[config.mk]
export PLATFORM = sky130hd
export DESIGN_NAME = trimmed_mean_drop_min_max_unit_flat
export DESIGN_NICKNAME = d
export VERILOG_FILES = /design/src/sv/tmdm_pkg.sv /design/src/sv/tmdm_ifs.sv /design/src/sv/tmdm_front.sv /design/src/sv/tmdm_job_queue.sv /design/src/sv/tmdm_back.sv /design/src/sv/trimmed_mean_drop_min_max_unit.sv /design/src/flat_wrapper.sv
export SDC_FILE = /design/constraint.sdc
export NUM_CORES = 1
export LEC_CHECK = 0
export BUFFER_PORTS_ARGS = -buffer_cell sky130_fd_sc_hd__buf_2
export CAP_MARGIN = 30
export CORE_UTILIZATION = 50
export DETAILED_ROUTE_END_ITERATION = 8
export GPL_ROUTABILITY_DRIVEN = 0
export PLACE_DENSITY = 0.66
export SYNTH_ARGS = -nofsm -noshare
export SYNTH_HDL_FRONTEND = slang
export SYNTH_HIERARCHICAL = 1
export SYNTH_SLANG_ARGS = --single-unit
export TNS_END_PERCENT = 5
[constraint.sdc]
create_clock -name clk -period 8.9 [get_ports clk]
set_input_delay 1.78 -clock clk [delete_from_list [all_inputs] [get_ports clk]]
set_output_delay 1.78 -clock clk [all_outputs]
set_load 0.005 [all_outputs]
[src/sv/tmdm_pkg.sv]
// Shared constants, status codes and the window summary type of the trimmed mean unit.
package tmdm_pkg;

  localparam int SAMPLE_WIDTH = 16;
  localparam int MAX_SAMPLES  = 255;
  localparam int SUM_WIDTH    = 24;
  localparam int CNT_WIDTH    = 8;
  localparam int STEP_WIDTH   = $clog2(SUM_WIDTH);
  localparam int QUEUE_DEPTH  = 2;
  localparam int QPTR_WIDTH   = $clog2(QUEUE_DEPTH);
  localparam int QCNT_WIDTH   = $clog2(QUEUE_DEPTH + 1);

  localparam logic [1:0] ST_OK   = 2'd0;
  localparam logic [1:0] ST_FEW  = 2'd1;
  localparam logic [1:0] ST_LONG = 2'd2;

  // Summary of one closed window, handed from front to back.
  typedef struct packed {
    logic [SUM_WIDTH-1:0]    sum;
    logic [SAMPLE_WIDTH-1:0] smallest;
    logic [SAMPLE_WIDTH-1:0] largest;
    logic [CNT_WIDTH-1:0]    count;
    logic                    overflow;
  } window_t;

endpackage

[src/sv/tmdm_ifs.sv]
// Handshake channel interfaces for samples in and means out.
interface tmdm_sample_if;
  logic                             valid;
  logic                             ready;
  logic [tmdm_pkg::SAMPLE_WIDTH-1:0] sample;
  logic                             last;
  modport source (output valid, output sample, output last, input ready);
  modport sink   (input valid, input sample, input last, output ready);
endinterface

interface tmdm_mean_if;
  logic                             valid;
  logic                             ready;
  logic [tmdm_pkg::SAMPLE_WIDTH-1:0] average;
  logic [1:0]                       status;
  modport source (output valid, output average, output status, input ready);
  modport sink   (input valid, input average, input status, output ready);
endinterface

[src/sv/tmdm_front.sv]
// Front end: folds each sample beat into sum, min, max and count (up to 255 per window); closes windows.
module tmdm_front (
  input  logic              clk,
  input  logic              rst,
  tmdm_sample_if.sink       samples,
  input  logic              queue_full,
  output logic              push,
  output tmdm_pkg::window_t push_data
);
  import tmdm_pkg::*;

  logic [SUM_WIDTH-1:0]    sum, sum_next;
  logic [SAMPLE_WIDTH-1:0] smallest, smallest_next;
  logic [SAMPLE_WIDTH-1:0] largest, largest_next;
  logic [CNT_WIDTH-1:0]    count, count_next;
  logic                    overflow, overflow_next;
  logic                    beat;
  logic                    room;

  assign samples.ready = !queue_full;
  assign beat          = samples.valid && samples.ready;
  assign room          = count < CNT_WIDTH'(MAX_SAMPLES);

  always_comb begin
    sum_next      = sum;
    smallest_next = smallest;
    largest_next  = largest;
    count_next    = count;
    overflow_next = overflow;
    if (room) begin
      if (count == '0) begin
        smallest_next = samples.sample;
        largest_next  = samples.sample;
      end else begin
        if (samples.sample < smallest) smallest_next = samples.sample;
        if (samples.sample > largest)  largest_next  = samples.sample;
      end
      sum_next   = sum + SUM_WIDTH'(samples.sample);
      count_next = count + 1'b1;
    end else begin
      overflow_next = 1'b1;
    end
  end

  assign push               = beat && samples.last;
  assign push_data.sum      = sum_next;
  assign push_data.smallest = smallest_next;
  assign push_data.largest  = largest_next;
  assign push_data.count    = count_next;
  assign push_data.overflow = overflow_next;

  always_ff @(posedge clk) begin
    if (rst || push) begin
      sum      <= '0;
      smallest <= '0;
      largest  <= '0;
      count    <= '0;
      overflow <= 1'b0;
    end else if (beat) begin
      sum      <= sum_next;
      smallest <= smallest_next;
      largest  <= largest_next;
      count    <= count_next;
      overflow <= overflow_next;
    end
  end

endmodule

[src/sv/tmdm_job_queue.sv]
// Two-entry queue of closed window summaries between front and back.
module tmdm_job_queue (
  input  logic              clk,
  input  logic              rst,
  input  logic              push,
  input  tmdm_pkg::window_t push_data,
  output logic              full,
  output logic              job_valid,
  input  logic              pop,
  output tmdm_pkg::window_t job
);
  import tmdm_pkg::*;

  window_t                 entries [QUEUE_DEPTH];
  logic [QPTR_WIDTH-1:0]   wr_ptr;
  logic [QPTR_WIDTH-1:0]   rd_ptr;
  logic [QCNT_WIDTH-1:0]   fill;

  assign full      = fill == QCNT_WIDTH'(QUEUE_DEPTH);
  assign job_valid = fill != '0;
  assign job       = entries[rd_ptr];

  always_ff @(posedge clk) begin
    if (push) entries[wr_ptr] <= push_data;
  end

  always_ff @(posedge clk) begin
    if (rst) begin
      wr_ptr <= '0;
      rd_ptr <= '0;
      fill   <= '0;
    end else begin
      if (push) wr_ptr <= wr_ptr + 1'b1;
      if (pop)  rd_ptr <= rd_ptr + 1'b1;
      case ({push, pop})
        2'b10:   fill <= fill + 1'b1;
        2'b01:   fill <= fill - 1'b1;
        default: fill <= fill;
      endcase
    end
  end

endmodule

[src/sv/tmdm_back.sv]
// Back end: classifies a window summary and runs the bit-serial trimmed-mean divide.
module tmdm_back (
  input  logic              clk,
  input  logic              rst,
  input  logic              job_valid,
  input  tmdm_pkg::window_t job,
  output logic              pop,
  tmdm_mean_if.source       means
);
  import tmdm_pkg::*;

  typedef enum logic [1:0] {IDLE, DIVIDE, SHOW} state_t;

  state_t                  state;
  logic [SUM_WIDTH-1:0]    dvd;
  logic [CNT_WIDTH-1:0]    dvs;
  logic [CNT_WIDTH-1:0]    rem;
  logic [STEP_WIDTH-1:0]   step;
  logic [SAMPLE_WIDTH-1:0] average;
  logic [1:0]              status;

  logic [SUM_WIDTH-1:0]    trimmed;
  logic [CNT_WIDTH:0]      rem_shift;
  logic                    fits;
  logic [CNT_WIDTH-1:0]    rem_next;
  logic [SUM_WIDTH-1:0]    dvd_next;

  assign pop     = job_valid && (state == IDLE);
  assign trimmed = job.sum - SUM_WIDTH'(job.smallest) - SUM_WIDTH'(job.largest);

  // restoring divide, one quotient bit per cycle
  assign rem_shift = {rem, dvd[SUM_WIDTH-1]};
  assign fits      = rem_shift >= {1'b0, dvs};
  assign rem_next  = fits ? CNT_WIDTH'(rem_shift - {1'b0, dvs})
                          : rem_shift[CNT_WIDTH-1:0];
  assign dvd_next  = {dvd[SUM_WIDTH-2:0], fits};

  assign means.valid   = state == SHOW;
  assign means.average = average;
  assign means.status  = status;

  always_ff @(posedge clk) begin
    if (rst) begin
      state <= IDLE;
    end else begin
      unique case (state)
        IDLE: begin
          if (pop) begin
            average <= '0;
            status  <= ST_OK;
            state   <= SHOW;
            if (job.overflow) begin
              status <= ST_LONG;
            end else if (job.count <= CNT_WIDTH'(1)) begin
              status <= ST_FEW;
            end else if (job.smallest == job.largest) begin
              average <= job.smallest;
            end else if (job.count == CNT_WIDTH'(2)) begin
              status <= ST_FEW;
            end else begin
              dvd   <= trimmed;
              dvs   <= job.count - CNT_WIDTH'(2);
              rem   <= '0;
              step  <= STEP_WIDTH'(SUM_WIDTH - 1);
              state <= DIVIDE;
            end
          end
        end
        DIVIDE: begin
          dvd  <= dvd_next;
          rem  <= rem_next;
          step <= step - 1'b1;
          if (step == '0) begin
            average <= dvd_next[SAMPLE_WIDTH-1:0];
            state   <= SHOW;
          end
        end
        SHOW: begin
          if (means.ready) state <= IDLE;
        end
        default: state <= IDLE;
      endcase
    end
  end

endmodule

[src/sv/trimmed_mean_drop_min_max_unit.sv]
// Top level of the trimmed mean unit: front accumulator, window queue, divide back end.
//
// Olympic trimmed mean over windows of unsigned 16-bit converter samples.
// samples channel: one sample per beat, last marks the final sample of a window.
// means channel: one beat per window with average and status
//   (0 ok, 1 too few samples for a divisor, 2 window longer than 255 samples;
//   average is 0 whenever status is nonzero). Samples past 255 are dropped.
// Throughput: one sample beat per cycle while the queue is not full. The front
//   folds every beat into sum/min/max/count in the same cycle and hands the
//   closed window to a two-entry queue.
// Result path: the closed window passes through the queue to the back end,
//   which goes straight to SHOW when no divide is needed (all equal, too few,
//   too long) and otherwise runs the restoring divider in DIVIDE first (one
//   quotient bit per cycle over the 24-bit sum). The back end takes one window
//   at a time, so divide windows of 26 or more samples stream without a stall;
//   shorter divide windows and runs of one-sample windows fill the queue, and
//   samples.ready drops while it is full.
// Stalls: a result is held on means until taken; the back end waits, the
//   queue fills, then samples.ready goes low. Nothing is dropped.
// Reset (rst, synchronous, active high): clears the open window, the queue
//   and the back end state; samples.ready is high in the first cycle after.
module trimmed_mean_drop_min_max_unit (
  input  logic        clk,
  input  logic        rst,
  tmdm_sample_if.sink samples,
  tmdm_mean_if.source means
);
  import tmdm_pkg::*;

  logic    push;
  window_t push_data;
  logic    queue_full;
  logic    job_valid;
  logic    pop;
  window_t job;

  tmdm_front u_front (
    .clk        (clk),
    .rst        (rst),
    .samples    (samples),
    .queue_full (queue_full),
    .push       (push),
    .push_data  (push_data)
  );

  tmdm_job_queue u_queue (
    .clk       (clk),
    .rst       (rst),
    .push      (push),
    .push_data (push_data),
    .full      (queue_full),
    .job_valid (job_valid),
    .pop       (pop),
    .job       (job)
  );

  tmdm_back u_back (
    .clk       (clk),
    .rst       (rst),
    .job_valid (job_valid),
    .job       (job),
    .pop       (pop),
    .means     (means)
  );

endmodule

[src/flat_wrapper.sv]
// flat-port wrapper written by rule: the top's interface ports become plain ports
module trimmed_mean_drop_min_max_unit_flat import tmdm_pkg::*;
  (clk, rst, samples_valid, samples_sample, samples_last, samples_ready, means_valid, means_average, means_status, means_ready);
  tmdm_sample_if samples_i ();
  tmdm_mean_if means_i ();
  input  logic clk;
  input  logic rst;
  input wire logic [$bits(samples_i.valid)-1:0] samples_valid;
  input wire logic [$bits(samples_i.sample)-1:0] samples_sample;
  input wire logic [$bits(samples_i.last)-1:0] samples_last;
  output wire logic [$bits(samples_i.ready)-1:0] samples_ready;
  output wire logic [$bits(means_i.valid)-1:0] means_valid;
  output wire logic [$bits(means_i.average)-1:0] means_average;
  output wire logic [$bits(means_i.status)-1:0] means_status;
  input wire logic [$bits(means_i.ready)-1:0] means_ready;
  assign samples_i.valid = samples_valid;
  assign samples_i.sample = samples_sample;
  assign samples_i.last = samples_last;
  assign samples_ready = samples_i.ready;
  assign means_valid = means_i.valid;
  assign means_average = means_i.average;
  assign means_status = means_i.status;
  assign means_i.ready = means_ready;
  trimmed_mean_drop_min_max_unit u_core (.clk(clk), .rst(rst), .samples(samples_i), .means(means_i));
endmodule
# == After elaboration in Yosys (flattened, before gate mapping) ==
# Memories as Yosys holds them, arrays and structs flattened. A register that Yosys moved wholly into a read port is not among the register bits.
# Cells that the tools add are included.
# word_totals
register_bits,134
ramBits,130
in_bits,21
out_inout_bits,20
wordCells,117
n_memories,1
# op_classes
addsub,11
n_lt_le_gt_ge,5
eq_ne,14
mux,50
bitwise,5
n_reduce_logical,16
# memory_table
memory,words,word_bits,read_ports,rd_clocked_by_memory_dff,write_ports,line_no,rtl
u_core.u_queue.entries,2,65,1,1,1,tmdm_job_queue.sv:14,window_t entries [QUEUE_DEPTH];
# ops
cell,count
two-way mux 16 bit,11
two-way mux 24 bit,6
two-way mux 8 bit,7
one-hot mux 24 bit (2 select lines),1
subtractor 24 x 16 -> 24 bit,2
one-hot mux 16 bit (2 select lines),1
two-way mux 5 bit,5
adder 24 x 16 -> 24 bit,1
equality test 16 bit,1
> comparator 16 bit,1
less-than comparator 16 bit,1
one-hot mux 8 bit (2 select lines),1
two-way mux 2 bit,7
AND reduction 7 bit,2
!= test 2 bit (second input constant),5
one-hot mux 5 bit (2 select lines),1
>= comparator 9 x 8 -> 1 bit,1
adder 8 x 1 -> 8 bit (second input constant),1
equality test 8 x 2 -> 1 bit (second input constant),1
less-or-equal comparator 8 x 1 -> 1 bit (second input constant),1
logical NOT 8 bit,1
less-than comparator 8 bit (second input constant),1
two-way mux 1 bit,8
subtractor 8 x 2 -> 8 bit (second input constant),1
other kinds (19),33

# == Depth between registers and ports, before layout ==
# Gate-level depths: netlist of the first run.
# logic_depth
ltp_word,8
ltp_mapped,13
ltp_nobuf,11

# == Hierarchy ==
# The synthesis of the first run kept the hierarchy.
# by_module_without_submodules
module,instances,cells_per_inst,area_per_inst_um2,seq_area_each_um2
tmdm_back,1,512,5036.1,1931.9
tmdm_front,1,637,4972.3,1301.2
tmdm_job_queue,1,224,4890.9,4003.8

# == Worst setup path after synthesis of the first run ==
# No wires, ideal clock.
# synth_path
path_type,input to register
from,in samples_valid
to,mem u_core/u_queue/entries[0][0] (netlist bit) (enable)
setup_time_ns,0.488
arrival_ns,5.029
t_required_ns,8.412
setup_slack_ns,3.383
cell_stages,4
n_path_buf,0
cell_sequence,nor2b_1 -> and2_1 -> inv_1 -> nor2_1
# synth_between
elab_chain_cells,4
# synth_lines
item,line_no,rtl
"start, declared",flat_wrapper.sv:8,input wire logic [$bits(samples_i.valid)-1:0] samples_valid;
logical AND 1 bit,tmdm_front.sv:21,assign beat = samples.valid && samples.ready;
logical AND 1 bit,tmdm_front.sv:45,assign push = beat && samples.last;
via u_core.push,trimmed_mean_drop_min_max_unit.sv:30,logic push;
two-way mux 1 bit,tmdm_job_queue.sv:24,if (push) entries[wr_ptr] <= push_data;
two-way mux 1 bit (implied by the code),tmdm_job_queue.sv:24,
"end, declared",tmdm_job_queue.sv:14,
# The timed path passes the listed nets, and every way through them passes these cells.

==> impl_metrics.yaml, run 1 <==
power:
  ir_drop_uv: 151
  leakage_nw: 6.33
  power_density_mw_per_mm2: 354
timing:
  finalHoldViolCount: 0
  fin_worst_skew_ns: 0.0128
  setup_tns_ns: 0
  rsz0062_at_grt: "no"
  relSlewSlack: 0.323
  finalSetupViolCount: 0
  min_period_ns: 4.22
  max_freq_ghz: 0.237
  worst_pin_slew_ns: 1.01
  fin_crit_sh: 0.474
  maxSlewViolCount: 0
cells_and_area:
  layout-drive-gt1-share: 0.166
  finalInstanceArea_mm2: 0.0164
  multi_input_area_mm2: 0.00703
  final_nets: 1531
  seqCellArea_mm2: 0.00724
  n_antenna_cell: 0
  area_delta_synth_final_pct: 9.87
  fill_cells: 2504
routing:
  ant_nets: 0
  drt-initial-drc-count: 855
  wl_mm: 32.8
  drc: 0
  vias: 10304
  wl_per_cell_um: 18.2
  viasPerCell: 5.71
  dr.pass1.iters: 5
logic_synthesis:
  ys_seq_area_frac: 0.486
  synth_ff_type: "edfxtp_1"
  synth.largest_area_cell: "edfxtp_1"
  syn-num-nets: 1506
  syn_area_mm2: 0.0149
  synth-seq-cells: 265
  yosysTopAreaCellShare: 0.389
  synth_area_per_cell_um2: 10.9
  synth-edff-count: 193
  synth.area.top_cells: "edfxtp_1 39%, dfxtp_1 9.7%, ha_1 7.9%, mux2_2 6.5%, nand2_1 3.8%"
  yosysUniqueCellTypes: 81
  synthCells: 1373
  yosysWarnings: 6
  synthArstFlopShare: 0
critical_path:
  crit_required_ns: 9.19
  crit_slowest_cell: "buf_4"
  criticalPathCategory: "flop to flop"
  critPathLaunchType: "flop"
  crit_arrival_ns: 4.51
  end_kind: "flop"
  crit_chain: "buf_4 -> mux2_2 -> inv_1 -> fa_1 -> ha_1 -> and3_2 -> a221oi_2 -> o21ai_2 -> a311o_1 -> nand4_1 -> nand3_1"
  crit_fanout: 63
  slowest_delay_ns: 0.69
floorplan:
  start_util: 0.514
  dieArea_mm2: 0.0305
  io_pins: 41
  core_mm2: 0.0290
  fp.dieH_um: 175
  std_cell_rows: 62
  die_x_um: 175
global_routing:
  grt_max_degree: 66
  antenna_found_initial: 0
  met3_usage: 0.0289
  grt_pass1_wl_mm: 52.6
  grtUsageMet1: 0.323
  grt.overflow.total: 0
  grtUsageMet2: 0.339
  grt-busiest-layer: "met2"
  globalRouteTotalUtil: 0.218
  grt_pass1_vias: 9880
clock_tree:
  path_clk_slew_ns: 0.06
  cts_made_buffers: 29
  cts_tree: "yes"
  clk_latency_ns: 0.54
  cts_sinks: 265
  htreeDepth: 1
  post_cts_resized: 0
  cts_hold_buf: 0
  cts_buffer_depth: 3
  cts_root_buffer: "clkbuf_16"
  cts_setup_buffers: 0
hold_path:
  min_path_type: "flop to flop"
placed_design:
  dp.final_hpwl_mm: 23.0
  numPortBuffers: 40
  placed_area_mm2: 0.0154
run:
  cap_violations: 0
run_status:
  status: "completed"
worst max-delay path: cells and delay by family (launching register included):
family / cells / cell delay (ns)
AOI/OAI and AO/OA: 3 / 0.95
adders and majority gates: 2 / 0.86
buffers and inverters: 2 / 0.80
and+or+nand+nor: 3 / 0.51
muxes: 1 / 0.46
DFF: 1 / 0.34
Yosys cell counts, types with 5 or more instances:
master,number
mux2i_1,5
buf_4,7
fa_1,18
or2_2,7
nand4_1,7
o31ai_1,31
o211ai_1,6
inv_1,97
o21a_1,11
xnor2_1,27
a211oi_1,5
nor2b_1,12
a31oi_1,6
o21ai_0,66
ha_1,94
nand3_1,67
mux2_4,9
nor4_1,10
and2_1,7
xor2_1,27
nand2_1,152
nor2_1,72
a211o_1,5
buf_2,15
o41ai_1,6
nor3_1,26
a21oi_1,65
or4_1,8
or3_1,7
dfxtp_1,72
o21ai_1,5
clkbuf_1,32
mux2_2,86
edfxtp_1,193
nand2b_1,14
and3_1,12
a21o_1,15
final timing paths:
check | from | to | slack, ns | cells past startpoint
setup / recovery | flop | u_core/u_back/dvd[18] | 4.68 | 11
hold / removal | u_core/u_front/largest[15] | u_core/u_front/largest[15] | 0.48 | 2
setup reg to reg | flop | u_core/u_back/dvd[18] | 4.68 | 11
hold reg to reg | u_core/u_front/largest[15] | u_core/u_front/largest[15] | 0.48 | 2
stage by stage:
| stage | total power [W] | util | instances | setup WS [ns] | hold slack (ns) |
|---|---|---|---|---|---|
| 6_report | 0.00580 | 0.564 | 1804 | 4.68 | 0.481 |
| 5_1_grt | 0.00622 | 0.564 | 1804 | 4.49 | 0.503 |
| 4_1_cts | 0.00581 | 0.564 | 1804 | 4.68 | 0.481 |
| 3_5_place_dp | 0.00462 | 0.532 | 1751 | 4.23 | 0.459 |
| 3_3_place_gp | 0.00459 | 0.532 | 1750 | 4.29 | 0.439 |
| 2_1_floorplan | 0.00400 | - | 1373 | 3.38 | 0.428 |
placed cells by master, fill, tap and decap left out, drive strengths merged, types with 15 or more instances in the layout:
cell    count
o31ai      31
buf        55
edfxtp    193
mux2       95
xnor2      27
o21ai      72
inv        98
nand2     152
nor2       72
nand3      67
fa         18
a21o       17
nor3       28
xor2       27
dfxtp      72
a21oi      66
clkbuf     37
ha         94
and3       15
where the power goes:
group / leakage (nW) / total (W) / internal (W) / switching (W)
clock: 0.462 / 0.00118 / 0.000691 / 0.000484
sequential: 2.37 / 0.00178 / 0.00169 / 0.0000868
combinational: 3.49 / 0.00285 / 0.00113 / 0.00171
cells by family (layout without fill, tap and decap cells):
group	count (synthesis)	in the layout	share of synthesized area
flip-flops	265	265	0.486
adder cells (fa/ha/maj)	112	112	0.103
XOR/XNOR	54	54	0.0317
AO/OA/AOI/OAI	262	262	0.119
buffers and inverters	158	205	0.0449
multiplexers	100	100	0.0774
AND/OR/NAND/NOR	422	422	0.138
metal layers:
layer	part of all wire	wire length (um)
met2	0.44	14600
met1	0.49	16000
met4	0.016	518
met5	0	0
met3	0.055	1800
flip-flops by register name, indices dropped and copies added (netlist names), named ones only:
name,flops
u_core/u_back/state,2
u_core/u_queue/rd_ptr,1
u_core/u_back/rem,8
u_core/u_back/dvs,8
u_core/u_front/count,8
u_core/u_back/dvd,24
u_core/u_front/largest,16
u_core/u_back/step,5
u_core/u_front/sum,24
u_core/u_back/means.average,16
u_core/u_front/overflow,1
u_core/u_queue/entries,130
u_core/u_front/smallest,16
u_core/u_queue/fill,2
u_core/u_queue/wr_ptr,1
u_core/u_back/means.status,2
cell type report:
class | count | share of cell area
Multi-Input combinational cell | 950 | 0.430
Clock buffer | 37 | 0.0487
Clock inverter | 16 | 0.00879
Tap cell | 384 | 0.0294
Inverter | 97 | 0.0222
Sequential cell | 265 | 0.442
Timing Repair Buffer | 55 | 0.0191
Note: power is estimated with default switching activity, not from simulation.
==> inputs of run 2 (changes only) <==
- PLACE_DENSITY: 0.66 -> 0.69
- clock period: 8.9 -> 3.7 ns (I/O delays scaled with it)
==> run 2 against run 1 <==
  * Die area unchanged
  * Worst setup slack got worse by 4.5 ns
  * Count of clock-buffer cells in the layout increased by 4
  * Combinational power increased by 150%
  * Via count increased by 0.78%
  * Fmax increased by 20%
  * Largest power group unchanged
  * Routed wire length increased by 1.4%
  * Flip-flop and latch count unchanged
  * Highest routed layer unchanged
==> impl_metrics.yaml, run 2 (synthesis results as in run 1) <==
run_status:
  status: "completed"
power:
  leakage_nw: 6.44
  power_density_mw_per_mm2: 851
  ir_drop_uv: 442
floorplan:
  core_mm2: 0.0290
  die_x_um: 175
  std_cell_rows: 62
  dieArea_mm2: 0.0305
  start_util: 0.514
  io_pins: 41
  fp.dieH_um: 175
hold_path:
  min_path_type: "flop to flop"
  hold-path-cell-count: 2
routing:
  drc: 0
  viasPerCell: 5.69
  drt-initial-drc-count: 857
  wl_mm: 33.3
  wl_per_cell_um: 18.2
  ant_nets: 0
  vias: 10384
  dr.pass1.iters: 6
cells_and_area:
  layout-drive-gt1-share: 0.174
  n_antenna_cell: 0
  final_common_cell: "edfxtp_1"
  largest_reg_flops: 130
  fill_cells: 2461
  multi_input_area_mm2: 0.00704
  seqCellArea_mm2: 0.00724
  regMostFlops: "u_core/u_queue/entries"
  final_nets: 1551
  area_delta_synth_final_pct: 11.3
  final_cell_mix: "193 x edfxtp_1, 152 x nand2_1, 97 x inv_1"
  reg.largest.list: "u_core/u_queue/entries (130), u_core/u_back/dvd (24), u_core/u_front/sum (24)"
clock_tree:
  cts_buffer_depth: 3
  htreeDepth: 1
  post_cts_resized: 0
  cts_hold_buf: 0
  clk_latency_ns: 0.54
  cts_made_buffers: 28
  path_clk_slew_ns: 0.06
  cts_tree: "yes"
  cts_root_buffer: "clkbuf_16"
  cts_setup_buffers: 0
  cts_sinks: 265
global_routing:
  grt_pass1_vias: 9928
  antenna_found_initial: 0
  grt_max_degree: 41
  grt.overflow.total: 0
  grt_pass1_wl_mm: 52.9
  globalRouteTotalUtil: 0.218
timing:
  fin_crit_sh: 0.954
  max_freq_ghz: 0.283
  relSlewSlack: 0.368
  rsz0062_at_grt: "no"
  finalSetupViolCount: 0
  setup_tns_ns: 0
  maxSlewViolCount: 0
  min_period_ns: 3.53
  finalWorstSetupSlack_ns: 0.170
  worst_pin_slew_ns: 0.947
  fin_worst_skew_ns: 0.0124
  finalHoldViolCount: 0
critical_path:
  ff2ff_path_depth: 10
  crit_chain: "buf_4 -> mux2_2 -> inv_1 -> fa_1 -> ha_1 -> nor3_1 -> a2111oi_4 -> a21boi_2 -> o21ai_1 -> a221o_1"
  cp.depth: 10
  slowest_delay_ns: 0.46
  critPathLaunchType: "flop"
  crit_fanout: 11
  crit_arrival_ns: 3.82
  crit_required_ns: 3.99
  end_kind: "flop"
  criticalPathCategory: "flop to flop"
  critPathTopFamily: "compound AO/OA/AOI/OAI gates"
  crit_slowest_cell: "ha_1"
  critPathBufInv: 2
placed_design:
  pre_cts_slack_ns: 0.219
  dp.final_hpwl_mm: 24.3
  numPortBuffers: 40
run:
  cap_violations: 0
==> run 2: cell count changes in the layout (fill, tap and decap cells not counted), sizes merged <==
cell / change
clkbuf: +4
clkinvlp: -1
inv: -1
buf: +21
clkinv: -3
==> run 2: path summary, 6_finish.rpt <==
kind	startpoint	endpoint	slack (ns)
setup / recovery	flop	u_core/u_back/dvd[21]	0.17
hold / removal	u_core/u_front/overflow	u_core/u_front/overflow	0.47
setup reg to reg	flop	u_core/u_back/dvd[21]	0.17
hold reg to reg	u_core/u_front/overflow	u_core/u_front/overflow	0.47
==> run 2: worst register-to-register path, delay by kind of cell (launching register included) <==
family                     cells  cell delay, ns
AOI/OAI and AO/OA              4            1.18
adders and majority gates      2            0.86
DFF                            1            0.40
muxes                          1            0.35
buffers and inverters          2            0.34
and+or+nand+nor                1            0.15
==> run 2: final cells by class <==
| class | instances | area share |
|---|---|---|
| clock buffers | 41 | 0.0483 |
| multi-input cells | 950 | 0.424 |
| inverters | 97 | 0.0219 |
| clock inverters | 11 | 0.00649 |
| repair buffers | 76 | 0.0336 |
| flip-flops and latches | 265 | 0.436 |
| well taps | 384 | 0.0290 |
==> run 2: metrics by stage <==
stage                     cells  cell area, um2  utilization  hold WS [ns]  power [W]
after floorplan            1373           14900            -         0.428    0.00961
after global placement     1772           15700        0.540         0.439     0.0112
after detailed placement   1772           15700        0.540         0.448     0.0113
after CTS                  1824           16600        0.572         0.464     0.0141
after global routing       1824           16600        0.572         0.505     0.0151
final                      1824           16600        0.572         0.465     0.0141
==> run 2: per-layer routing <==
layer,up-vias,track usage,wire (um)
li1,5069,-,-
met4,0,0.0598,688
met3,42,0.0244,1590
met2,255,0.350,15200
met1,5018,0.314,15800
met5,-,0,0
==> run 2: report_power, final <==
group / internal [W] / total (W) / leakage (nW) / switching [W]
Clock: 0.00163 / 0.00275 / 0.442 / 0.00111
Combinational: 0.00290 / 0.00708 / 3.62 / 0.00418
Sequential: 0.00407 / 0.00429 / 2.37 / 0.000222
Total: 0.00861 / 0.0141 / 6.44 / 0.00551
==> inputs of run 3 (changes only) <==
- CELL_PAD_IN_SITES_DETAIL_PLACEMENT: not set -> 0
- CELL_PAD_IN_SITES_GLOBAL_PLACEMENT: not set -> 2
- CORE_UTILIZATION: 50 -> 39
- PLACE_DENSITY: 0.69 -> not set
- PLACE_DENSITY_LB_ADDON: not set -> 0.1
==> run 3 against run 2 <==
  * First-iteration DRC count shrank 41%
  * Critical path depth grew 1
  * Count of clock-buffer cells in the layout shrank 9
  * Sequential share of layout area shrank 1.3 points
  * Final area grew 3.0%
  * Sequential power is essentially flat
  * Global-route usage shrank 2.4 points
  * Clock power grew 25%
  * Flip-flop and latch count is the same
  * Power grew 6.8%
  * Register-to-register slack is essentially flat
  * Largest cell class unchanged
  * Largest power group unchanged
==> impl_metrics.yaml, run 3 (synthesis results as in run 1) <==
cells_and_area:
  final_cell_mix: "193 x edfxtp_1, 152 x nand2_1, 97 x inv_1"
  regMostFlops: "u_core/u_queue/entries"
  area_delta_synth_final_pct: 14.7
  final_common_cell: "edfxtp_1"
  layout-drive-gt1-share: 0.189
  final_nets: 1560
  finalInstanceArea_mm2: 0.0171
  n_antenna_cell: 0
  stdcell_count: 1963
  reg.largest.list: "u_core/u_queue/entries (130), u_core/u_back/dvd (24), u_core/u_front/sum (24)"
  fill_cells: 3564
  largest_reg_flops: 130
critical_path:
  end_kind: "flop"
  crit_required_ns: 4.03
  critPathTopFamily: "compound AO/OA/AOI/OAI gates"
  r2r-end: "u_core/u_back/dvd[21]"
  crit_fanout: 29
  critPathLaunchType: "flop"
  rrSetupSlack_ns: 0.17
  crit_slowest_cell: "fa_1"
  crit_arrival_ns: 3.86
  slowest_delay_ns: 0.43
  criticalPathCategory: "flop to flop"
  cp-endpoint: "u_core/u_back/dvd[21]"
  ff2ff_path_depth: 11
  cp.depth: 11
  crit_chain: "buf_12 -> mux2_2 -> inv_1 -> fa_1 -> ha_1 -> a21oi_1 -> a2111oi_4 -> nor3_4 -> a21boi_2 -> o31a_1 -> a221o_1"
  critPathBufInv: 2
placed_design:
  dp.final_hpwl_mm: 27.8
  pre_cts_slack_ns: 0.131
  numPortBuffers: 40
  placed_area_mm2: 0.0159
  dp_cells: 1904
timing:
  setup_tns_ns: 0
  maxSlewViolCount: 0
  finalWorstSetupSlack_ns: 0.169
  rsz0062_at_grt: "no"
  relSlewSlack: 0.347
  worst_pin_slew_ns: 0.979
  fin_crit_sh: 0.954
  finalHoldViolCount: 0
  fin_worst_skew_ns: 0.0132
  max_freq_ghz: 0.283
  min_period_ns: 3.53
  finalSetupViolCount: 0
clock_tree:
  cts_buffer_depth: 3
  cts_root_buffer: "clkbuf_16"
  cts_hold_buf: 0
  clk_latency_ns: 0.58
  cts_tree: "yes"
  path_clk_slew_ns: 0.07
  cts_made_buffers: 31
  htreeDepth: 1
  cts_sinks: 265
floorplan:
  dieArea_mm2: 0.0390
  fp.dieH_um: 197
  std_cell_rows: 71
  start_util: 0.396
  core_mm2: 0.0377
  io_pins: 41
  die_x_um: 197
power:
  ir_drop_uv: 409
  leakage_nw: 6.59
  power_frac_comb: 0.488
  p_switching_w: 0.00587
  swShare: 0.389
  intPower_w: 0.00921
  power_density_mw_per_mm2: 883
  p_seq_frac: 0.284
  p_clk_frac: 0.228
routing:
  viasPerCell: 5.21
  ant_nets: 0
  dr.pass1.iters: 5
  drt-initial-drc-count: 503
  wl_per_cell_um: 19.3
  vias: 10230
  drc: 0
  wl_mm: 37.9
run_status:
  status: "completed"
global_routing:
  globalRouteTotalUtil: 0.195
  grt_max_degree: 66
  antenna_found_initial: 0
  grt_pass1_wl_mm: 58.1
  grt_pass1_vias: 9833
  grt.overflow.total: 0
run:
  cap_violations: 0
hold_path:
  hold_path.startpoint: "u_core/u_front/overflow"
  min_path_type: "flop to flop"
-- run 3: cell types whose count changed in the layout (fill, tap and decap cells not counted), moves of 2 or more --
cell / before / now
bufinv_16: 2 / 8
inv_6: 0 / 3
clkbuf_16: 29 / 31
clkinvlp_4: 1 / 5
buf_12: 7 / 10
clkbuf_1: 9 / 0
buf_4: 29 / 32
clkbuf_8: 3 / 1
clkinv_4: 1 / 3
-- run 3: area by class of cell --
class / count / area, um2 / share of cell area
clock inverters: 26 / 363 / 0.0212
well taps: 511 / 639 / 0.0374
flip-flops and latches: 265 / 7240 / 0.424
inverters: 97 / 364 / 0.0213
multi-input cells: 950 / 7050 / 0.413
clock buffers: 32 / 790 / 0.0462
repair buffers: 82 / 641 / 0.0375
-- run 3: through the flow --
stage          power (W)  utilization  hold WS, ns
3_3_place_gp      0.0116        0.423        0.446
5_1_grt           0.0161        0.454        0.480
2_1_floorplan    0.00961            -        0.428
4_1_cts           0.0151        0.453        0.454
6_report          0.0151        0.454        0.475
3_5_place_dp      0.0116        0.423        0.459
-- run 3: worst register-to-register path: cells and delay by family (launching register included) --
kind | cells | cell delay (ns)
compound gates | 5 | 1.12
fa+ha+maj | 2 | 0.79
buf+inv | 2 | 0.30
flops | 1 | 0.36
mux | 1 | 0.40
simple gates | 1 | 0.33
-- run 3: what timing repair did --
| item | in CTS | in global routing |
|---|---|---|
| endpoints found under the setup margin | 0 | 2 |
| gates resized for setup | 0 | 1 |
| endpoints found under the hold margin | 0 | 0 |
| buffers inserted | 0 | 1 |
-- run 3: layer usage --
metal / part of all wire / vias to the layer above / GRT usage
li1: - / 5094 / -
met1: 0.52 / 4946 / 0.291
met2: 0.43 / 157 / 0.300
met3: 0.033 / 33 / 0.0225
met4: 0.014 / 0 / 0.0436
met5: 0 / - / 0
-- run 3: power by group through the flow --
| stage | sequential [W] | clock [W] | combinational, W |
|---|---|---|---|
| 2_1_floorplan | 0.00427 | 0 | 0.00534 |
| 4_1_cts | 0.00429 | 0.00351 | 0.00735 |
| 5_1_grt | 0.00434 | 0.00363 | 0.00816 |
| 6_report | 0.00429 | 0.00343 | 0.00736 |
| 3_3_place_gp | 0.00434 | 0 | 0.00728 |
| 3_5_place_dp | 0.00435 | 0 | 0.00729 |
-- run 3: how the worst min path moves through the flow --
stage                              endpoint  slack, ns  depth (start not counted)
floorplan           u_core/u_front/overflow       0.43                          2
global placement    u_core/u_front/overflow       0.45                          2
detailed placement  u_core/u_front/overflow       0.46                          2
CTS                  u_core/u_back/state[1]       0.45                          4
global route         u_core/u_back/state[1]       0.48                          4
finish              u_core/u_front/overflow       0.48                          2
